**src/sv/tlg_pkg.sv**
```systemverilog
`timescale 1ns / 1ps

package tlg_pkg;

    localparam int CellW    = 64;
    localparam int CellIdxW = 6;
    localparam int SideW    = 7;
    localparam int RowNumW  = 6;

    localparam logic [SideW-1:0] GridSideReset = 7'd64;
    localparam logic [SideW-1:0] SideMin       = 7'd3;

    // neighbor counts of rule B3/S23
    localparam logic [3:0] BirthCount   = 4'd3;
    localparam logic [3:0] SurviveCount = 4'd2;

    typedef logic [CellW-1:0] row_t;

    // one loaded frame waiting to be evolved
    typedef struct packed {
        logic             bank;
        logic [SideW-1:0] side;
    } job_t;

    // ones at every cell index below the active side
    function automatic row_t row_mask(input logic [SideW-1:0] side);
        row_t mask;
        for (int i = 0; i < CellW; i++) begin
            mask[i] = (SideW'(i) < side);
        end
        return mask;
    endfunction

endpackage

```
**src/sv/tlg_back.sv**
```systemverilog
`timescale 1ns / 1ps

module tlg_back #(
    parameter int MAX_SIDE = 64
) (
    input  logic                            aclk,
    input  logic                            aresetn,
    input  logic                            job_empty,
    input  tlg_pkg::job_t                   job_head,
    output logic                            job_pop,
    output logic                            ram_rd_en,
    output logic [$clog2(2*MAX_SIDE)-1:0]   ram_rd_addr,
    input  tlg_pkg::row_t                   ram_rd_data,
    output logic                            bank_release,
    output logic                            m_valid,
    input  logic                            m_ready,
    output tlg_pkg::row_t                   m_next_row_cells,
    output logic [tlg_pkg::RowNumW-1:0]     m_row_number,
    output logic                            m_frame_end
);

    localparam int ROW_W  = $clog2(MAX_SIDE);
    localparam int ADDR_W = $clog2(2*MAX_SIDE);

    typedef enum logic [1:0] {
        ST_IDLE,
        ST_READ,
        ST_SHIFT,
        ST_EMIT
    } state_t;

    state_t                    state_reg;
    logic                      bank_reg;
    logic [tlg_pkg::SideW-1:0] side_reg;
    logic [ROW_W-1:0]          y_reg;
    logic [ROW_W-1:0]          rd_row_reg;
    logic [1:0]                fill_reg;
    tlg_pkg::row_t             up_reg, mid_reg, down_reg;
    logic                      m_valid_reg;
    tlg_pkg::row_t             next_cells_reg;
    logic [tlg_pkg::RowNumW-1:0] row_number_reg;
    logic                      frame_end_reg;

    logic [tlg_pkg::SideW-1:0] side_m1;
    logic [ROW_W-1:0]          rd_row_wrap;
    logic                      out_free;
    logic                      last_row;
    logic                      emit;

    function automatic tlg_pkg::row_t life_next(
        input tlg_pkg::row_t             up,
        input tlg_pkg::row_t             mid,
        input tlg_pkg::row_t             down,
        input logic [tlg_pkg::SideW-1:0] side
    );
        tlg_pkg::row_t                nb [8];
        tlg_pkg::row_t                res;
        logic [tlg_pkg::CellIdxW-1:0] wrap_idx;
        logic [3:0]                   count;
        wrap_idx = tlg_pkg::CellIdxW'(side - 1'b1);
        // west neighbors: shift up, cell 0 wraps to the last active cell
        nb[0] = up << 1;
        nb[0][0] = up[wrap_idx];
        nb[3] = mid << 1;
        nb[3][0] = mid[wrap_idx];
        nb[5] = down << 1;
        nb[5][0] = down[wrap_idx];
        // east neighbors: shift down, last active cell wraps to cell 0
        nb[2] = up >> 1;
        nb[2][wrap_idx] = up[0];
        nb[4] = mid >> 1;
        nb[4][wrap_idx] = mid[0];
        nb[7] = down >> 1;
        nb[7][wrap_idx] = down[0];
        nb[1] = up;
        nb[6] = down;
        for (int x = 0; x < tlg_pkg::CellW; x++) begin
            count = 4'({3'b0, nb[0][x]} + {3'b0, nb[1][x]} + {3'b0, nb[2][x]}
                     + {3'b0, nb[3][x]} + {3'b0, nb[4][x]} + {3'b0, nb[5][x]}
                     + {3'b0, nb[6][x]} + {3'b0, nb[7][x]});
            res[x] = (count == tlg_pkg::BirthCount)
                  || (mid[x] && count == tlg_pkg::SurviveCount);
        end
        return res & tlg_pkg::row_mask(side);
    endfunction

    assign side_m1     = side_reg - 1'b1;
    assign rd_row_wrap = (tlg_pkg::SideW'(rd_row_reg) == side_m1) ? '0 : rd_row_reg + 1'b1;
    assign last_row    = (tlg_pkg::SideW'(y_reg) == side_m1);
    assign out_free    = !m_valid_reg || m_ready;
    assign emit        = (state_reg == ST_EMIT) && out_free;

    assign job_pop      = (state_reg == ST_IDLE) && !job_empty;
    assign bank_release = emit && last_row;

    // fetch the row below the next output row while this one goes out
    assign ram_rd_en   = (state_reg == ST_READ) || (emit && !last_row);
    assign ram_rd_addr = (bank_reg ? ADDR_W'(MAX_SIDE) : ADDR_W'(0)) + ADDR_W'(rd_row_reg);

    assign m_valid          = m_valid_reg;
    assign m_next_row_cells = next_cells_reg;
    assign m_row_number     = row_number_reg;
    assign m_frame_end      = frame_end_reg;

    always_ff @(posedge aclk) begin
        if (!aresetn) begin
            state_reg   <= ST_IDLE;
            m_valid_reg <= 1'b0;
            fill_reg    <= '0;
        end else begin
            if (m_ready) begin
                m_valid_reg <= 1'b0;
            end
            unique case (state_reg)
                ST_IDLE: begin
                    if (!job_empty) begin
                        bank_reg   <= job_head.bank;
                        side_reg   <= job_head.side;
                        rd_row_reg <= ROW_W'(job_head.side - 1'b1);
                        y_reg      <= '0;
                        fill_reg   <= '0;
                        state_reg  <= ST_READ;
                    end
                end
                ST_READ: begin
                    rd_row_reg <= rd_row_wrap;
                    state_reg  <= ST_SHIFT;
                end
                ST_SHIFT: begin
                    up_reg   <= mid_reg;
                    mid_reg  <= down_reg;
                    down_reg <= ram_rd_data;
                    if (fill_reg == 2'd2) begin
                        state_reg <= ST_EMIT;
                    end else begin
                        fill_reg  <= fill_reg + 1'b1;
                        state_reg <= ST_READ;
                    end
                end
                ST_EMIT: begin
                    if (out_free) begin
                        next_cells_reg <= life_next(up_reg, mid_reg, down_reg, side_reg);
                        row_number_reg <= tlg_pkg::RowNumW'(y_reg);
                        frame_end_reg  <= last_row;
                        m_valid_reg    <= 1'b1;
                        if (last_row) begin
                            state_reg <= ST_IDLE;
                        end else begin
                            y_reg      <= y_reg + 1'b1;
                            rd_row_reg <= rd_row_wrap;
                            state_reg  <= ST_SHIFT;
                        end
                    end
                end
                default: begin
                    state_reg <= ST_IDLE;
                end
            endcase
        end
    end

endmodule

```
**config.mk**
```make
export PLATFORM = sky130hd
export DESIGN_NAME = tlg_back
export DESIGN_NICKNAME = d
export VERILOG_FILES = /design/src/sv/tlg_pkg.sv /design/src/sv/tlg_back.sv
export SDC_FILE = /design/constraint.sdc
export NUM_CORES = 1
export LEC_CHECK = 0
export ABC_AREA = 1
export ABC_CLOCK_PERIOD_IN_PS = 26000
export BUFFER_PORTS_ARGS = -buffer_cell sky130_fd_sc_hd__buf_2
export CAP_MARGIN = 20
export CORE_MARGIN = 2
export CORE_UTILIZATION = 59
export DETAILED_ROUTE_END_ITERATION = 10
export HOLD_SLACK_MARGIN = 0.1
export PLACE_DENSITY = 0.77
export SLEW_MARGIN = 40
export SYNTH_ARGS = -nofsm -noshare
export SYNTH_HDL_FRONTEND = slang
export SYNTH_SLANG_ARGS = --single-unit
```
**constraint.sdc**
```tcl
create_clock -name aclk -period 26 [get_ports aclk]
set_input_delay 2.6 -clock aclk [delete_from_list [all_inputs] [get_ports aclk]]
set_output_delay 2.6 -clock aclk [all_outputs]
set_load 0.02 [all_outputs]
```
==> metrics.md <==
| Metric | Value |
|---|---|
| CTS clk-pin slew, worst paths | 60 ps |
| FF-to-FF path depth | 22 |
| Seq/Total Area, Yosys | 34.9% |
| Global route overflow | 0 |
| Worst skew pair latency | 570 ps |
| Critical Path Start | side_reg[1]$_DFFE_PP_ |
| Initial antenna violation count | 1 |
| Number of gates resized after cts | 0 |
| Final #Nets | 3,233 |
| Vias | 20,062 |
| Final clock skew | 20.0 ps |
| Pins over their slew limit | 0 |
| Share of cells above drive strength 1 | 11.4% |
| WL/cell | 21.7 um |
| Post-synthesis instance area | 24,600 sq um |
| Period minus WS final | 6250 ps |
| CTS Sinks | 288 |
| Vias per cell | 6.15 |
| Asr flop ratio synth | 0% |
| Crit path kind | reg -> out |
| Outcome | completed |
| GP Congestion | 0.936 |
| Post-synth EDFFs | 283 |
| Initial Utilization | 60.0% |
| Slew @ Worst Pin | 897 ps |
| Critical path launch point type | register |
| Max rail drop VDD | 0.0462 mV |
| Die height | 208 um |
| First-pass detailed-route iteration total | 6 |
| Crit Path Max Fanout | 54 |
| Clk buf depth | 3 |
| Unrepaired setup endpoints after global routing | no |
| Final period util | 24.0% |
| # port buffers | 157 |
| Most used DFF post-synth | edfxtp_1 |
| CTS buffer count | 35 |
| Total power | 1.37 mW |
| Hold WC Path Type | reg -> reg |
| Largest area contributor in the netlist | edfxtp_1 |
| GRT Total Usage | 33.4% |
| Most common cell in the netlist | nand2_1 |
| Setup-failing EPs final | 0 |
| Depth of the CTS H-tree | 2 |
| Fmax | 160 MHz |
| Syn Nets | 3,082 |
| R2R Setup Slk | 20,210 ps |
| PwrDens | 50.6 nW/um^2 |
| Static leakage power | 12.0 nW |
| Top cells by area, synth | edfxtp_1 35%, fa_1 21%, ha_1 10% |
| # Post-CTS Setup Buffers | 0 |
| DRC viols | 0 |
| DP HPWL | 50,600 um |
| Critical Path RT | 23,400 ps |
| MaxCap Viol Count | 0 |
| Routed WL | 70,700 um |
| Drt initial violations | 1,974 |
| Worst EP arrival | 3650 ps |
| I/O pins | 158 |
| Rows | 74 |
| Gate Count Post-Synth | 2,552 |
| Synth warnings | 0 |
| Yosys top cell area share | 34.5% |
| ANT nets after route | 0 |
| CTS tree | yes |
| Fin area | 27,200 sq um |
| Die area | 43,400 sq um |
| Hold Buf Count CTS | 0 |
| Most instantiated cells after synthesis | 536 x nand2_1, 307 x inv_1, 283 x edfxtp_1 |
| Ant diodes | 0 |
| Die X-Extent | 208 um |
| Dpl cell area | 26,000 sq um |
| Vias in the first global route | 20,741 |
| Total core area | 41,000 sq um |
| Reg2Reg Capture Point | m_next_row_cells[0]$_DFFE_PP_ |
| Worst Setup End Kind | output port |
| Slew headroom | 40.0% |
| Endpoints failing hold | 0 |
| Crit path capture | bank_release |
| Largest net degree at the start of global routing | 170 |
| Synth Register Bits | 288 |
| First-pass GRT wire length | 112,000 um |
| Yosys cell types | 41 |
| Setup TNS | 0 ps |
| Mapped Avg Cell Area | 9.65 sq um |
| Root buffer cell | clkbuf_16 |
| Area Overhead vs Synth | 10.4% |
| Crit Reg-Reg Startpoint | side_reg[0]$_DFFE_PP_ |
## critical path, stage by stage (launching register included)
cell and delay, ps:
edfxtp_1 520, inv_1 390, ha_2 500, buf_4 630
xnor2_1 170, nor2_1 120, nand2_1 60, nor2_1 80
nand3_1 220, nor3_1 200, buf_2 200
## logic make-up (layout without fill, tap and decap cells)
family / Yosys count / in the layout / synth area share (%)
flops: 288 / 288 / 34.9
compound gates: 489 / 489 / 11.6
simple gates: 928 / 928 / 16.2
fa+ha+maj: 454 / 454 / 30.9
xor+xnor: 10 / 10 / 0.356
buf+inv: 383 / 559 / 6.06
## stage by stage
step	hold WS [ps]	setup slack, ps	utilization, %	instances
2_1_floorplan	427	9420	-	2552
3_3_place_gp	434	20070	63.2	3192
3_5_place_dp	445	20080	63.5	3198
4_1_cts	454	19810	66.2	3260
5_1_grt	491	19600	66.2	3260
6_report	452	19750	66.2	3260
## where the power goes
group,switching (mW),total [mW],internal (mW)
Sequential,0.0182,0.547,0.528
Clock,0.210,0.500,0.290
Combinational,0.202,0.328,0.126
Total,0.430,1.37,0.945
## worst min path at each step
| stage | startpoint | end | slack [ps] | depth (start not counted) |
|---|---|---|---|---|
| 6_report | fill_reg[1]$_SDFFE_PN0P_ | fill_reg[1]$_SDFFE_PN0P_ | 450 | 2 |
| 5_1_grt | fill_reg[1]$_SDFFE_PN0P_ | fill_reg[1]$_SDFFE_PN0P_ | 490 | 2 |
| 4_1_cts | fill_reg[1]$_SDFFE_PN0P_ | fill_reg[1]$_SDFFE_PN0P_ | 450 | 2 |
| 3_5_place_dp | fill_reg[1]$_SDFFE_PN0P_ | fill_reg[1]$_SDFFE_PN0P_ | 440 | 2 |
| 3_3_place_gp | fill_reg[1]$_SDFFE_PN0P_ | fill_reg[1]$_SDFFE_PN0P_ | 430 | 2 |
| 2_1_floorplan | fill_reg[1]$_SDFFE_PN0P_ | fill_reg[1]$_SDFFE_PN0P_ | 430 | 2 |
## layout by cell type, fill, tap and decap left out, drive strengths merged
cell type  Yosys  final
a2111oi        1      1
a211oi        75     75
a21oi         96     96
buf           29    180
bufinv         0      3
clkbuf        37     42
clkinv         1     15
clkinvlp       0      3
dfxtp          5      5
edfxtp       283    283
fa           256    256
ha           198    198
inv          316    316
nand2        568    568
nand3         60     60
nand4          4      4
nor2         262    262
nor3          30     30
nor4           2      2
o2111ai        3      3
o211ai         2      2
o21a           1      1
o21ai        255    255
o221ai        53     53
o22ai          3      3
or2            2      2
xnor2          6      6
xor2           4      4
## metal layers
| metal | up-vias | GRT usage [%] | part of all wire (%) |
|---|---|---|---|
| li1 | 8928 | - | - |
| met1 | 9619 | 44.7 | 38 |
| met2 | 1238 | 51.5 | 45 |
| met3 | 275 | 6.26 | 11 |
| met4 | 2 | 19.3 | 6.1 |
| met5 | - | 0 | 0.018 |
## layout make-up
cell class / instances / area, sq um
Tap cell: 532 / 666
Clock buffer: 42 / 945
Inverter: 317 / 1210
Fill cell: 3172 / 13800
Sequential cell: 288 / 8600
Clock inverter: 20 / 188
Timing Repair Buffer: 180 / 1010
Multi-Input combinational cell: 1881 / 14600
Note: power is estimated with default switching activity, not from simulation.
