## config.mk

```make
export PLATFORM = sky130hd
export DESIGN_NAME = tlg_job_fifo
export DESIGN_NICKNAME = d
export VERILOG_FILES = /design/src/sv/tlg_pkg.sv /design/src/sv/tlg_job_fifo.sv
export SDC_FILE = /design/constraint.sdc
export NUM_CORES = 1
export LEC_CHECK = 0
export BUFFER_PORTS_ARGS = -buffer_cell sky130_fd_sc_hd__buf_2
export CORE_ASPECT_RATIO = 0.9
export CORE_UTILIZATION = 44
export DETAILED_ROUTE_END_ITERATION = 10
export PLACE_DENSITY_LB_ADDON = 0.1
export SYNTH_ARGS = -nofsm -noshare
export SYNTH_HDL_FRONTEND = slang
export SYNTH_SLANG_ARGS = --single-unit
export TNS_END_PERCENT = 100
```

## constraint.sdc

```tcl
create_clock -name aclk -period 1.1 [get_ports aclk]
set_input_delay 0.22 -clock aclk [delete_from_list [all_inputs] [get_ports aclk]]
set_output_delay 0.22 -clock aclk [all_outputs]
set_load 0.05 [all_outputs]
```

## src/sv/tlg_pkg.sv

```systemverilog
`timescale 1ns / 1ps

package tlg_pkg;

    localparam int CellW    = 64;
    localparam int CellIdxW = 6;
    localparam int SideW    = 7;
    localparam int RowNumW  = 6;

    localparam logic [SideW-1:0] GridSideReset = 7'd64;
    localparam logic [SideW-1:0] SideMin       = 7'd3;

    // neighbor counts of rule B3/S23
    localparam logic [3:0] BirthCount   = 4'd3;
    localparam logic [3:0] SurviveCount = 4'd2;

    typedef logic [CellW-1:0] row_t;

    // one loaded frame waiting to be evolved
    typedef struct packed {
        logic             bank;
        logic [SideW-1:0] side;
    } job_t;

    // ones at every cell index below the active side
    function automatic row_t row_mask(input logic [SideW-1:0] side);
        row_t mask;
        for (int i = 0; i < CellW; i++) begin
            mask[i] = (SideW'(i) < side);
        end
        return mask;
    endfunction

endpackage

```

## src/sv/tlg_job_fifo.sv

```systemverilog
`timescale 1ns / 1ps

module tlg_job_fifo (
    input  logic          aclk,
    input  logic          aresetn,
    input  logic          push,
    input  tlg_pkg::job_t push_data,
    input  logic          pop,
    output logic          empty,
    output tlg_pkg::job_t head
);

    tlg_pkg::job_t entry_reg [2];
    logic          wr_ptr_reg;
    logic          rd_ptr_reg;
    logic [1:0]    count_reg;

    assign empty = (count_reg == 2'd0);
    assign head  = entry_reg[rd_ptr_reg];

    always_ff @(posedge aclk) begin
        if (push) begin
            entry_reg[wr_ptr_reg] <= push_data;
        end
    end

    always_ff @(posedge aclk) begin
        if (!aresetn) begin
            wr_ptr_reg <= 1'b0;
            rd_ptr_reg <= 1'b0;
            count_reg  <= '0;
        end else begin
            if (push) begin
                wr_ptr_reg <= ~wr_ptr_reg;
            end
            if (pop) begin
                rd_ptr_reg <= ~rd_ptr_reg;
            end
            count_reg <= count_reg + {1'b0, push} - {1'b0, pop};
        end
    end

endmodule

```

==> reports/metrics.yaml, run 1 <==
drt-total-wl_um: 1220
placed_area_sq_um: 986
max_stage_delay_ns: 0.35
pwr-share-clk_pct: 18.8
finalInstanceArea_sq_um: 1170
die_area_sq_um: 1990
rrSetupSlack_ns: -0.06
reg2reg_depth: 6
worstReg2RegStart: "count_reg[0]"
clk_latency_ns: 0.29
firstDrtPassIters: 4
peakVddDrop_v: 0.00106
drive_above_1_share_pct: 63.5
dp_hpwl_um: 747
min_period_ns: 1.46
path_delay_family: "flip-flops"
grt.overflow.total: 0
worst_slew_pin_slew_ns: 0.157
status: "complete, but fails checks"
comb_power_share_pct: 30.2
leakage_nw: 0.480
syn_inst: 45
startpoint_type: "register"
fmax_ghz: 0.686
gp_congestion: 0.690
drc: 0
antennaDiodeCount: 0
syn_avg_cell_area_sq_um: 17.7
portBuffers: 20
grtUsageTotal_pct: 15.9
p_per_area_nw_per_um2: 1580
syn_nets: 59
placedCellCount: 94
power_frac_seq_pct: 51.1
p_sw_w: 0.000515
max_cap_violations: 0
synth_area_sq_um: 797
relSlewSlack_pct: 89.5
grt_pass1_wl_um: 2020
yosysWarnings: 0
fin_ws_ns: -0.358
final_hold_viol_count: 0
cp.arrival_ns: 1.24
num_vias: 447
clockBufferDepth: 2
worstPathRequired_ns: 0.88
whs_endpoint: "entry_reg[1][5]"
antenna_left: 0
wire_per_inst_um: 12.4
endpoint_kind: "output pin"
drt_iter0_drc: 11
core_sq_um: 1680
rows: 14
rsz0062_at_grt: "yes"
vias_per_cell: 4.56
ctsHoldBuffers: 0
cts_tree: "built"
cts_root_buffer: "clkbuf_4"
hold_start: "push_data[5]"
h-tree-depth: 1
crit_type: "register to output pin"
path_cells: "buf_4, mux2_4, buf_8"
final_common_cell: "edfxtp_1"
die_y_um: 42.4
ys_ff_latch: 21
ioPinCount: 21
worst_hold_slack_ns: 0.108
yosysUniqueCellTypes: 13
timing.rr.end: "count_reg[1]"
area_growth_pct: 46.8
drv_slew: 0
worstHoldPathType: "input pin to register"
cts_sinks: 21
largest_reg_flops: 16
path_max_fanout: 3
nets: 89
clk_pin_slew_ns: 0.11
synth_seq_area_share_pct: 72.8
start_util_pct: 47.4
setup_viol: 10
skew_ns: 0.00385
antenna_found_initial: 0
grt_max_degree: 12
dieWidth_um: 46.9
slowest_stage: "dfxtp_2"
fin_crit_sh_pct: 133
layout_common_cells: "edfxtp_1, buf_2, mux2_4, buf_8"
cts_buffers: 3
violations: "setup timing"
internal-power_w: 0.00134
final_cells: 98
min_path_cells: 1
switching_share_pct: 27.8
critPathBufInv: 2
grt_pass1_vias: 478
==> stage by stage <==
step	worst slack [ns]	setup TNS (ns)	total power (W)	utilization, %
after CTS	-0.373	-3.09	0.00186	69.4
after floorplan	-0.0485	-0.404	0.00125	-
final	-0.358	-2.95	0.00185	69.6
after detailed placement	-0.0985	-0.850	0.00136	58.6
after global routing	-0.426	-3.61	0.00195	69.6
after global placement	-0.108	-0.869	0.00136	58.6
==> how the worst max path moves through the flow <==
stage / slack (ns) / cells past startpoint / start / to
finish: -0.36 / 3 / register / head[7]
global placement: -0.11 / 3 / register / head[2]
global route: -0.43 / 3 / register / head[7]
CTS: -0.37 / 3 / register / head[7]
detailed placement: -0.1 / 3 / register / head[2]
floorplan: -0.05 / 6 / count_reg[0] / count_reg[1]
==> cells by family (layout without fill, tap and decap cells) <==
| kind of cell | count (synthesis) | count (layout) | share of synthesized area (%) |
|---|---|---|---|
| and+or+nand+nor | 8 | 8 | 6.28 |
| xor gates and xnor gates | 2 | 2 | 3.92 |
| DFF | 21 | 21 | 72.8 |
| adders and majority gates | 2 | 2 | 3.14 |
| buffers and inverters | 3 | 32 | 1.57 |
| AOI/OAI and AO/OA | 1 | 1 | 0.942 |
| muxes | 8 | 8 | 11.3 |
==> synth_stat cells, drive strengths merged <==
library cell	n	area [sq um]
mux2	8	90.1
buf	1	5.00
nor2b	3	21.3
inv	2	7.51
dfxtp	5	100
xnor3	1	22.5
ha	2	25.0
nor2	1	3.75
and2	4	25.0
o21a	1	7.51
xor2	1	8.76
edfxtp	16	480
==> power by group through the flow <==
stage / Combinational (W) / Sequential (W) / Clock, W
5_1_grt: 0.000591 / 0.000954 / 0.000403
3_3_place_gp: 0.000404 / 0.000954 / 0
6_report: 0.000559 / 0.000947 / 0.000348
3_5_place_dp: 0.000405 / 0.000955 / 0
4_1_cts: 0.000553 / 0.000945 / 0.000367
2_1_floorplan: 0.000296 / 0.000951 / 0
==> per-layer routing <==
| layer | part of all wire, % | vias up | GRT usage, % |
|---|---|---|---|
| met5 | 0 | - | 0 |
| met4 | 0 | 0 | 6.86 |
| met3 | 5.3 | 0 | 5.17 |
| met2 | 58 | 15 | 26.4 |
| met1 | 37 | 212 | 18.3 |
| li1 | - | 220 | - |
==> final cells by class <==
type	instances	area (sq um)
Fill cell	124	512
Timing Repair Buffer	26	251
Inverter	2	7.51
Sequential cell	21	583
Tap cell	24	30.0
Multi-Input combinational cell	21	272
Clock buffer	4	26.3
==> timing repair <==
| item | in CTS | in global routing |
|---|---|---|
| setup buffers | 0 | 0 |
| resized for setup | 43 | 1 |
| pin swaps | 2 | 0 |
| setup endpoints to repair | 11 | 11 |
No activity file was read; power rests on OpenSTA's default activity.
==> run 2: changes to the inputs <==
--- a/config.mk
+++ b/config.mk
@@ -10,6 +10,8 @@
 export CORE_UTILIZATION = 44
 export DETAILED_ROUTE_END_ITERATION = 10
 export PLACE_DENSITY_LB_ADDON = 0.1
+export RECOVER_POWER = 50
+export SKIP_LAST_GASP = 1
 export SYNTH_ARGS = -nofsm -noshare
 export SYNTH_HDL_FRONTEND = slang
 export SYNTH_SLANG_ARGS = --single-unit
==> run 2 against run 1 <==
The flow still finishes with violations (setup timing); hold slack unchanged; highest routed layer unchanged; clock skew about the same; non-clock buffer count unchanged; die area unchanged; cell area unchanged; power about the same; cell count unchanged; routed wire length unchanged; worst setup slack unchanged.
==> reports/metrics.yaml, run 2 (synthesis gave the netlist of run 1 again) <==
antenna_left: 0  # unchanged
start_util_pct: 47.4  # unchanged
worstReg2RegStart: "count_reg[0]"
wire_per_inst_um: 12.4  # unchanged
final_common_cell: "edfxtp_1"
vias_per_cell: 4.56  # unchanged
rrSetupSlack_ns: -0.06  # about the same
firstDrtPassIters: 4  # unchanged
fin_ws_ns: -0.358  # unchanged
worstPathRequired_ns: 0.88  # about the same
ioPinCount: 21  # unchanged
antenna_found_initial: 0  # unchanged
violations: "setup timing"
pwr-share-clk_pct: 18.8  # about the same
cts_sinks: 21  # unchanged
clk_pin_slew_ns: 0.11  # about the same
fmax_ghz: 0.686  # unchanged
core_sq_um: 1680  # unchanged
relSlewSlack_pct: 89.5  # unchanged
placed_area_sq_um: 986  # unchanged
endpoint_kind: "output pin"
drive_above_1_share_pct: 63.5  # unchanged
drv_slew: 0  # unchanged
die_y_um: 42.4  # unchanged
dp_hpwl_um: 747  # unchanged
grt_pass1_wl_um: 2020  # unchanged
drt_iter0_drc: 11  # unchanged
drc: 0  # unchanged
grt_max_degree: 12  # unchanged
setup_viol: 10  # unchanged
h-tree-depth: 1  # unchanged
rows: 14  # unchanged
antennaDiodeCount: 0  # unchanged
max_cap_violations: 0  # unchanged
grt_pass1_vias: 478  # unchanged
drt-total-wl_um: 1220  # unchanged
internal-power_w: 0.00134  # about the same
switching_share_pct: 27.8  # about the same
peakVddDrop_v: 0.00106  # unchanged
rsz0062_at_grt: "yes"
worst_slew_pin_slew_ns: 0.157  # unchanged
area_growth_pct: 46.8  # unchanged
grt.overflow.total: 0  # unchanged
skew_ns: 0.00386  # +0.00000888 ns
p_per_area_nw_per_um2: 1580  # about the same
timing.rr.end: "count_reg[1]"
clockBufferDepth: 2  # unchanged
final_hold_viol_count: 0  # unchanged
setup.worst_path.end: "head[7]"
post-cts-setup-buffer-count: 0  # unchanged
min_period_ns: 1.46  # unchanged
cp.arrival_ns: 1.24  # about the same
portBuffers: 20  # unchanged
p_sw_w: 0.000515  # about the same
dieWidth_um: 46.9  # unchanged
reg2reg_depth: 6  # unchanged
fin_crit_sh_pct: 133  # unchanged
post-route-util_pct: 69.6  # unchanged
leakage_nw: 0.479  # -0.15%
num_vias: 447  # unchanged
cts_tree: "built"
clk_latency_ns: 0.29  # about the same
largest_reg_flops: 16  # unchanged
die_area_sq_um: 1990  # unchanged
worstHoldPathType: "input pin to register"
layout_common_cells: "edfxtp_1, buf_2, mux2_4, buf_8"
cts_buffers: 3  # unchanged
post-place-ws_ns: -0.0985  # unchanged
finalInstanceArea_sq_um: 1170  # unchanged
cts_root_buffer: "clkbuf_4"
comb_power_share_pct: 30.1  # about the same
nets: 89  # unchanged
status: "complete, but fails checks"
gp_congestion: 0.690  # unchanged
grtUsageTotal_pct: 15.9  # unchanged
path_max_fanout: 3  # unchanged
startpoint_type: "register"
power_frac_seq_pct: 51.1  # about the same
crit_type: "register to output pin"
[run 2: cell counts in the layout (fill, tap and decap cells not counted)]
Identical to the previous run, type by type.
[run 2: power groups by stage]
| stage | clock network, W | registers [W] | logic (W) |
|---|---|---|---|
| floorplan | 0 | 0.000951 | 0.000296 |
| global placement | 0 | 0.000954 | 0.000404 |
| detailed placement | 0 | 0.000955 | 0.000405 |
| CTS | 0.000367 | 0.000945 | 0.000553 |
| global route | 0.000403 | 0.000954 | 0.000591 |
| finish | 0.000348 | 0.000947 | 0.000559 |
[run 2: metrics by stage]
stage          total power [W]  setup TNS (ns)  instances  hold slack [ns]
2_1_floorplan          0.00125          -0.404         45            0.319
3_3_place_gp           0.00136          -0.869         94            0.410
3_5_place_dp           0.00136          -0.850         94            0.411
4_1_cts                0.00186           -3.09         98           0.0914
5_1_grt                0.00195           -3.61         98           0.0840
6_report               0.00185           -2.95         98            0.108
[run 2: cell type report]
class                   instances  area, sq um
clock buffers                   4         26.3
fillers                       124          512
inverters                       2         7.51
multi-input cells              21          272
flip-flops and latches         21          583
well taps                      24         30.0
repair buffers                 26          251
[run 2: critical path: stages, from the launching register on]
cell	delay, ns
dfxtp_2	0.35
buf_4	0.14
mux2_4	0.31
buf_8	0.15
[run 2: what timing repair did]
| action | CTS | global route |
|---|---|---|
| setup endpoints to repair | 11 | 11 |
| resized for setup | 43 | 1 |
| hold buffers | 0 | 0 |
| pin swaps | 2 | 0 |
[run 2: how the worst min path moves through the flow]
stage / slack (ns) / cells past startpoint / end / from
3_3_place_gp: 0.41 / 1 / entry_reg[1][0] / push_data[0]
3_5_place_dp: 0.41 / 1 / entry_reg[0][5] / push_data[5]
5_1_grt: 0.08 / 1 / entry_reg[0][1] / push_data[1]
2_1_floorplan: 0.32 / 0 / entry_reg[0][0] / push_data[0]
4_1_cts: 0.09 / 1 / entry_reg[0][5] / push_data[5]
6_report: 0.11 / 1 / entry_reg[1][5] / push_data[5]
[run 2: routing by layer]
metal	GRT usage (%)	share of wire [%]	wire length [um]	vias to the layer above
li1	-	-	-	220
met1	18.3	37	452	212
met2	26.4	58	700	15
met3	5.17	5.3	64	0
met4	6.86	0	0	0
met5	0	0	0	-
