## src/sv/tlg_pkg.sv

```systemverilog
`timescale 1ns / 1ps

package tlg_pkg;

    localparam int CellW    = 64;
    localparam int CellIdxW = 6;
    localparam int SideW    = 7;
    localparam int RowNumW  = 6;

    localparam logic [SideW-1:0] GridSideReset = 7'd64;
    localparam logic [SideW-1:0] SideMin       = 7'd3;

    // neighbor counts of rule B3/S23
    localparam logic [3:0] BirthCount   = 4'd3;
    localparam logic [3:0] SurviveCount = 4'd2;

    typedef logic [CellW-1:0] row_t;

    // one loaded frame waiting to be evolved
    typedef struct packed {
        logic             bank;
        logic [SideW-1:0] side;
    } job_t;

    // ones at every cell index below the active side
    function automatic row_t row_mask(input logic [SideW-1:0] side);
        row_t mask;
        for (int i = 0; i < CellW; i++) begin
            mask[i] = (SideW'(i) < side);
        end
        return mask;
    endfunction

endpackage

```

## src/sv/tlg_front.sv

```systemverilog
`timescale 1ns / 1ps

module tlg_front #(
    parameter int MAX_SIDE = 64
) (
    input  logic                            aclk,
    input  logic                            aresetn,
    input  logic                            cfg_wr_en,
    input  logic [tlg_pkg::SideW-1:0]       cfg_wr_data,
    input  logic                            s_valid,
    output logic                            s_ready,
    input  tlg_pkg::row_t                   s_row_cells,
    output logic                            ram_wr_en,
    output logic [$clog2(2*MAX_SIDE)-1:0]   ram_wr_addr,
    output tlg_pkg::row_t                   ram_wr_data,
    output logic                            job_push,
    output tlg_pkg::job_t                   job_out,
    input  logic                            bank_release
);

    localparam int ROW_W  = $clog2(MAX_SIDE);
    localparam int ADDR_W = $clog2(2*MAX_SIDE);
    localparam logic [tlg_pkg::SideW-1:0] MaxSide = tlg_pkg::SideW'(MAX_SIDE);

    logic [tlg_pkg::SideW-1:0] grid_side_reg, grid_side_next;
    logic [tlg_pkg::SideW-1:0] rows_loaded_reg, rows_loaded_next;
    logic                      wr_bank_reg, wr_bank_next;
    logic [1:0]                busy_reg, busy_next;
    logic [tlg_pkg::SideW-1:0] side_act;
    logic                      accept;
    logic                      last_row;

    always_comb begin
        if (grid_side_reg < tlg_pkg::SideMin) begin
            side_act = tlg_pkg::SideMin;
        end else if (grid_side_reg > MaxSide) begin
            side_act = MaxSide;
        end else begin
            side_act = grid_side_reg;
        end
    end

    // both banks taken: hold the input until the back end frees one
    assign s_ready  = (busy_reg != 2'd2);
    assign accept   = s_valid && s_ready;
    assign last_row = (rows_loaded_reg + 1'b1) == side_act;

    assign ram_wr_en   = accept;
    assign ram_wr_addr = (wr_bank_reg ? ADDR_W'(MAX_SIDE) : ADDR_W'(0))
                       + ADDR_W'(rows_loaded_reg[ROW_W-1:0]);
    assign ram_wr_data = s_row_cells & tlg_pkg::row_mask(side_act);

    assign job_push = accept && last_row;
    assign job_out  = '{bank: wr_bank_reg, side: side_act};

    always_comb begin
        grid_side_next   = grid_side_reg;
        rows_loaded_next = rows_loaded_reg;
        wr_bank_next     = wr_bank_reg;
        busy_next        = busy_reg + {1'b0, job_push} - {1'b0, bank_release};
        if (cfg_wr_en) begin
            // drop any partly loaded frame
            grid_side_next   = cfg_wr_data;
            rows_loaded_next = '0;
        end else if (accept) begin
            if (last_row) begin
                rows_loaded_next = '0;
                wr_bank_next     = ~wr_bank_reg;
            end else begin
                rows_loaded_next = rows_loaded_reg + 1'b1;
            end
        end
    end

    always_ff @(posedge aclk) begin
        if (!aresetn) begin
            grid_side_reg   <= tlg_pkg::GridSideReset;
            rows_loaded_reg <= '0;
            wr_bank_reg     <= 1'b0;
            busy_reg        <= '0;
        end else begin
            grid_side_reg   <= grid_side_next;
            rows_loaded_reg <= rows_loaded_next;
            wr_bank_reg     <= wr_bank_next;
            busy_reg        <= busy_next;
        end
    end

endmodule

```

## config.mk

```make
export PLATFORM = sky130hd
export DESIGN_NAME = tlg_front
export DESIGN_NICKNAME = d
export VERILOG_FILES = /design/src/sv/tlg_pkg.sv /design/src/sv/tlg_front.sv
export SDC_FILE = /design/constraint.sdc
export NUM_CORES = 1
export LEC_CHECK = 0
export BUFFER_PORTS_ARGS = -buffer_cell sky130_fd_sc_hd__buf_2
export CAP_MARGIN = 20
export CORE_MARGIN = 2
export CORE_UTILIZATION = 44
export DETAILED_ROUTE_END_ITERATION = 10
export PLACE_DENSITY = 0.95
export SETUP_SLACK_MARGIN = 0.1
export SLEW_MARGIN = 40
export SYNTH_ARGS = -nofsm -noshare
export SYNTH_HDL_FRONTEND = slang
export SYNTH_SLANG_ARGS = --single-unit
```

## constraint.sdc

```tcl
create_clock -name aclk -period 8.54 [get_ports aclk]
set_clock_uncertainty 0.1 [all_clocks]
set_input_delay 2.562 -clock aclk [delete_from_list [all_inputs] [get_ports aclk]]
set_output_delay 2.562 -clock aclk [all_outputs]
set_load 0.01 [all_outputs]
```

==> impl_metrics.env, run 1 <==
export IMPL_first_global_vias=2356
export IMPL_stdcell_area_um2=2780
export IMPL_maxCapViolCount=0
export IMPL_crit_top_cell="buf_2"
export IMPL_synth_largest_area_cell="dfxtp_1"
export IMPL_grt_overflow_total=0
export IMPL_routed_via_density=5.57
export IMPL_finalHoldViolations=0
export IMPL_ys_seq_elements=17
export IMPL_worstMarginPinSlew_ns=0.655
export IMPL_clock_latency_ns=0.25
export IMPL_grt_pass1_wl_mm=10.9
export IMPL_die_area_um2=5250
export IMPL_ys_warnings_count=0
export IMPL_fp_coreArea_um2=4440
export IMPL_final_cell_mix="buf_2, nand2_1, a21oi_1"
export IMPL_grt_use_total=0.260
export IMPL_place_hpwl_mm=5.72
export IMPL_grt_max_degree=27
export IMPL_synth_top_family_by_area="compound AO/OA/AOI/OAI gates"
export IMPL_drive_gt1_frac=0.414
export IMPL_max_stage_delay_ns=0.50
export IMPL_synth_top_area_share=0.165
export IMPL_hold_class="flop to flop"
export IMPL_crit_path_top_delay_cell="nor4_1"
export IMPL_fmax_mhz=160
export IMPL_h_tree_depth=1
export IMPL_die_h_um=72.5
export IMPL_diodes=0
export IMPL_first_iter_violations=101
export IMPL_synth_fp_nets=373
export IMPL_synthAdderAreaFrac=0.0182
export IMPL_cts_sinks=17
export IMPL_initial_utilization=0.464
export IMPL_synth_compound_area_share=0.317
export IMPL_peakVddDrop_v=0.0000864
export IMPL_crit_required_ns=5.88
export IMPL_arrival_ns=3.58
export IMPL_path_cells="buf_2, nand2_1, nor4_1, buf_2"
export IMPL_synth_area_per_cell_um2=7.01
export IMPL_cp_start_kind="input pin"
export IMPL_ys_types=47
export IMPL_clockBufferDepth=2
export IMPL_yosysSeqAreaShare=0.165
export IMPL_status="completed"
export IMPL_num_fill_cells=407
export IMPL_dpl_cell_area_um2=2730
export IMPL_synth_xor_area_share=0.0407
export IMPL_p_leak_nw=1.39
export IMPL_power_density_nw_per_um2=98.7
export IMPL_synthSimpleGateAreaFrac=0.305
export IMPL_cts_hold_buffers=0
export IMPL_pin_count=158
export IMPL_netlist_area_um2=2060
export IMPL_clk_pin_slew_ns=0.07
export IMPL_yosys_top_cells_area="dfxtp_1, a21boi_0, a21oi_1, nand2_1, o21ai_0"
export IMPL_syn2layout_area_growth_pct=34.7
export IMPL_cp_max_fo=10
export IMPL_layout_commonest_cell="buf_2"
export IMPL_cts_setup_buffers=0
export IMPL_postRouteAntennaNets=0
export IMPL_cts_resized=0
export IMPL_die_width_um=72.5
export IMPL_antenna_found_initial=0
export IMPL_fin_nets=500
export IMPL_endpoint_kind="output port"
export IMPL_first_pass_iters=4
export IMPL_period_minus_slack_ns=6.25
export IMPL_io_buffers=151
export IMPL_fin_crit_sh=0.731
export IMPL_wire_per_inst_um=15.3
export IMPL_postSynthCellCount=294
export IMPL_vias=2627
export IMPL_drc=0
export IMPL_synthMuxAreaShare=0.0510
export IMPL_root_buffer="clkbuf_8"
export IMPL_slew_headroom=0.562
export IMPL_wl_mm=7.24
export IMPL_cts_made_buffers=3
export IMPL_place_congestion=0.790
export IMPL_crit_family="simple AND/OR/NAND/NOR gates"
export IMPL_fin_tns_setup_ns=0
export IMPL_cts_tree="built"
export IMPL_path_buf_inv=2
export IMPL_num_rows=24
export IMPL_rsz0062_at_grt="no"
export IMPL_setup_viol=0
export IMPL_worstSetupPathType="input pin to output port"
export IMPL_slew_viol_final=0
## worst reg2reg max path, cell delays in order (launching register included)
cell and delay [ns]:
dfxtp_1 0.74, nor2b_4 0.30, xnor3_1 0.35, a2111oi_4 0.39
o211ai_4 0.18, nor4_1 0.35, ha_1 0.24, xnor2_1 0.14
xnor2_1 0.08, and2_1 0.15
## synth_stat cells (all sizes together)
| master | number |
|---|---|
| dfxtp | 17 |
| a21boi | 23 |
| nor4b | 1 |
| a21oi | 27 |
| a2111oi | 2 |
| mux2i | 9 |
| nand2 | 33 |
| nor4 | 7 |
| o311a | 1 |
| xnor3 | 1 |
| nand2b | 3 |
| ha | 3 |
| and2 | 9 |
| or2 | 2 |
| nor3 | 10 |
| nand3 | 9 |
| o211a | 2 |
| o211ai | 2 |
| a311oi | 2 |
| a211oi | 1 |
| o21ai | 26 |
| nor2b | 16 |
| mux2 | 1 |
| a222oi | 1 |
| o21a | 8 |
| and3 | 7 |
| nor2 | 16 |
| or3 | 2 |
| xor2 | 2 |
| buf | 15 |
| a22oi | 1 |
| clkbuf | 14 |
| inv | 15 |
| xnor2 | 5 |
| a21o | 1 |
## area by class of cell
| cell class | instances | area [um^2] | area share |
|---|---|---|---|
| clock buffers | 3 | 41.3 | 0.0149 |
| clock inverters | 1 | 5.00 | 0.00180 |
| inverters | 15 | 56.3 | 0.0203 |
| multi-input cells | 233 | 1510 | 0.544 |
| flip-flops and latches | 17 | 343 | 0.123 |
| well taps | 52 | 65.1 | 0.0234 |
| repair buffers | 151 | 756 | 0.272 |
## cell families after synthesis
family,after synthesis
compound gates,97
buf+inv,44
flops,17
mux,10
fa+ha+maj,3
xor+xnor,8
simple gates,115
## routing by layer
metal | up-vias | GRT usage | share of wire
met5 | - | 0 | 0
met4 | 0 | 0.0597 | 0.0097
met3 | 6 | 0.0292 | 0.073
met2 | 126 | 0.458 | 0.49
met1 | 1216 | 0.340 | 0.42
li1 | 1279 | - | -
## path summary, 6_finish.rpt
path | end | depth (start not counted) | slack [ns] | from
worst max-delay path | job_push | 4 | 2.29 | s_valid
worst min-delay path | wr_bank_reg$_SDFFE_PN0P_ | 2 | 0.40 | wr_bank_reg$_SDFFE_PN0P_
worst max register to register | busy_reg[1]$_SDFF_PN0_ | 9 | 5.43 | grid_side_reg[4]$_SDFFE_PN0P_
worst min register to register | wr_bank_reg$_SDFFE_PN0P_ | 2 | 0.40 | wr_bank_reg$_SDFFE_PN0P_
## per-stage QoR
step                      hold slack (ns)  utilization  instances  setup WS, ns  total power, mW
after CTS                           0.400        0.624        472          2.30            0.275
after detailed placement            0.380        0.614        468          2.29            0.215
after floorplan                     0.356            -        294          2.53            0.166
after global routing                0.431        0.625        472          2.20            0.291
after global placement              0.369        0.613        468          2.40            0.212
final                               0.396        0.625        472          2.29            0.274
## report_power, final
group | total, mW | internal, mW | switching (mW)
Combinational | 0.119 | 0.0546 | 0.0648
Clock | 0.0605 | 0.0323 | 0.0281
Sequential | 0.0944 | 0.0832 | 0.0111
Total | 0.274 | 0.170 | 0.104
(Power assumes the default switching activity.)
==> inputs of run 2 (changes only) <==
CORE_UTILIZATION = 41   (was 44)
PLACE_DENSITY = 0.91   (was 0.95)
clock period = 5.85 ns   (was 8.54 ns; I/O delays follow)
==> impl_metrics.env, run 2 (same netlist as run 1, synthesis figures left out) <==
export IMPL_diodes=0
export IMPL_syn2layout_area_growth_pct=35.7
export IMPL_routed_via_density=5.41
export IMPL_crit_family="simple AND/OR/NAND/NOR gates"
export IMPL_grt_use_total=0.234
export IMPL_final_setup_worst_slack_ns=1.24
export IMPL_multiInputGateArea_um2=1510
export IMPL_setup_viol=0
export IMPL_place_congestion=0.887
export IMPL_slew_headroom=0.419
export IMPL_crit_top_cell="buf_2"
export IMPL_worstMarginPinSlew_ns=0.868
export IMPL_layout_commonest_cell="buf_2"
export IMPL_place_hpwl_mm=5.82
export IMPL_cts_made_buffers=3
export IMPL_first_global_vias=2321
export IMPL_pin_count=158
export IMPL_status="completed"
export IMPL_fp_coreArea_um2=4790
export IMPL_grt_pass1_wl_mm=10.5
export IMPL_path_buf_inv=2
export IMPL_worstSetupPathType="input pin to output port"
export IMPL_cts_setup_buffers=0
export IMPL_h_tree_depth=1
export IMPL_reg2reg_slack_ns=2.77
export IMPL_maxCapViolCount=0
export IMPL_crit_cells=4
export IMPL_cts_hold_buffers=0
export IMPL_cts_tree="built"
export IMPL_die_width_um=74.9
export IMPL_initial_utilization=0.431
export IMPL_final_cell_mix="buf_2, nand2_1, a21oi_1"
export IMPL_crit_path_top_delay_cell="nor4_1"
export IMPL_max_stage_delay_ns=0.48
export IMPL_cts_resized=0
export IMPL_antenna_found_initial=0
export IMPL_die_h_um=74.9
export IMPL_fin_nets=501
export IMPL_cp_start_kind="input pin"
export IMPL_hold_class="flop to flop"
export IMPL_first_pass_iters=5
export IMPL_grt_overflow_total=0
export IMPL_rsz0062_at_grt="no"
export IMPL_io_buffers=151
export IMPL_num_fill_cells=453
export IMPL_num_rows=25
export IMPL_crit_required_ns=3.99
export IMPL_cp_endpoint="job_push"
export IMPL_cp_startpoint="s_valid"
export IMPL_arrival_ns=2.75
export IMPL_drive_gt1_frac=0.409
export IMPL_first_iter_violations=166
export IMPL_p_leak_nw=1.40
export IMPL_postRouteAntennaNets=0
export IMPL_fin_crit_sh=0.787
export IMPL_place_ws_ns=1.23
export IMPL_wire_per_inst_um=14.7
export IMPL_vias=2639
export IMPL_fmax_mhz=217
export IMPL_die_area_um2=5610
export IMPL_drc=0
export IMPL_r2r_end="busy_reg[1]$_SDFF_PN0_"
export IMPL_period_minus_slack_ns=4.61
export IMPL_wl_mm=7.19
export IMPL_power_density_nw_per_um2=144
export IMPL_endpoint_kind="output port"
export IMPL_peakVddDrop_v=0.000138
export IMPL_cp_max_fo=10
export IMPL_root_buffer="clkbuf_8"
export IMPL_reg2reg_depth=10
export IMPL_grt_max_degree=26
export IMPL_power_mw=0.403
export IMPL_fin_tns_setup_ns=0
export IMPL_seq_area_um2=340
export IMPL_r2r_start="grid_side_reg[6]$_SDFFE_PN1P_"
export IMPL_clock_latency_ns=0.25
export IMPL_cts_sinks=17
export IMPL_clockBufferDepth=2
export IMPL_slew_viol_final=0
export IMPL_clk_pin_slew_ns=0.07
export IMPL_path_cells="buf_2, nand2_1, nor4_1, buf_2"
export IMPL_finalHoldViolations=0
==> run 2: changes by cell type in the layout (fill, tap and decap cells not counted), sizes merged <==
cell and change:
buf +1
==> run 2: cell type report <==
type	count	area share
timing repair buffer	152	0.273
clock inverter	1	0.00179
sequential	17	0.122
clock buffer	3	0.0148
multi-input combinational	233	0.539
inverter	15	0.0201
tap	67	0.0300
==> run 2: worst min path at each step <==
stage	from	end	slack [ns]	cells past startpoint
finish	wr_bank_reg$_SDFFE_PN0P_	wr_bank_reg$_SDFFE_PN0P_	0.39	2
floorplan	wr_bank_reg$_SDFFE_PN0P_	wr_bank_reg$_SDFFE_PN0P_	0.36	2
global placement	wr_bank_reg$_SDFFE_PN0P_	wr_bank_reg$_SDFFE_PN0P_	0.37	2
detailed placement	wr_bank_reg$_SDFFE_PN0P_	wr_bank_reg$_SDFFE_PN0P_	0.38	2
CTS	wr_bank_reg$_SDFFE_PN0P_	wr_bank_reg$_SDFFE_PN0P_	0.40	2
global route	wr_bank_reg$_SDFFE_PN0P_	wr_bank_reg$_SDFFE_PN0P_	0.44	2
==> run 2: routing by layer <==
metal | global-route usage | vias to the layer above | wire length, um
met3 | 0.0375 | 8 | 590
li1 | - | 1278 | -
met4 | 0.0437 | 0 | 64
met1 | 0.322 | 1218 | 2980
met2 | 0.391 | 135 | 3560
met5 | 0 | - | 0
==> run 2: per-stage QoR <==
step	cells	instance area, um^2	hold WS (ns)	util
final	488	2800	0.390	0.585
after detailed placement	484	2750	0.381	0.575
after floorplan	294	2060	0.356	-
after CTS	488	2800	0.395	0.585
after global placement	484	2750	0.369	0.575
after global routing	488	2800	0.436	0.585
==> run 2: worst min-delay path: stages (launching register included) <==
cell     delay (ns)
dfxtp_1        0.33
nand2_1        0.06
mux2i_1        0.05
==> run 2: power breakdown <==
group / switching (mW) / leakage, nW / internal (mW)
Sequential: 0.0129 / 0.139 / 0.121
Clock: 0.0421 / 0.0255 / 0.0473
Combinational: 0.0993 / 1.23 / 0.0802
Total: 0.154 / 1.40 / 0.249
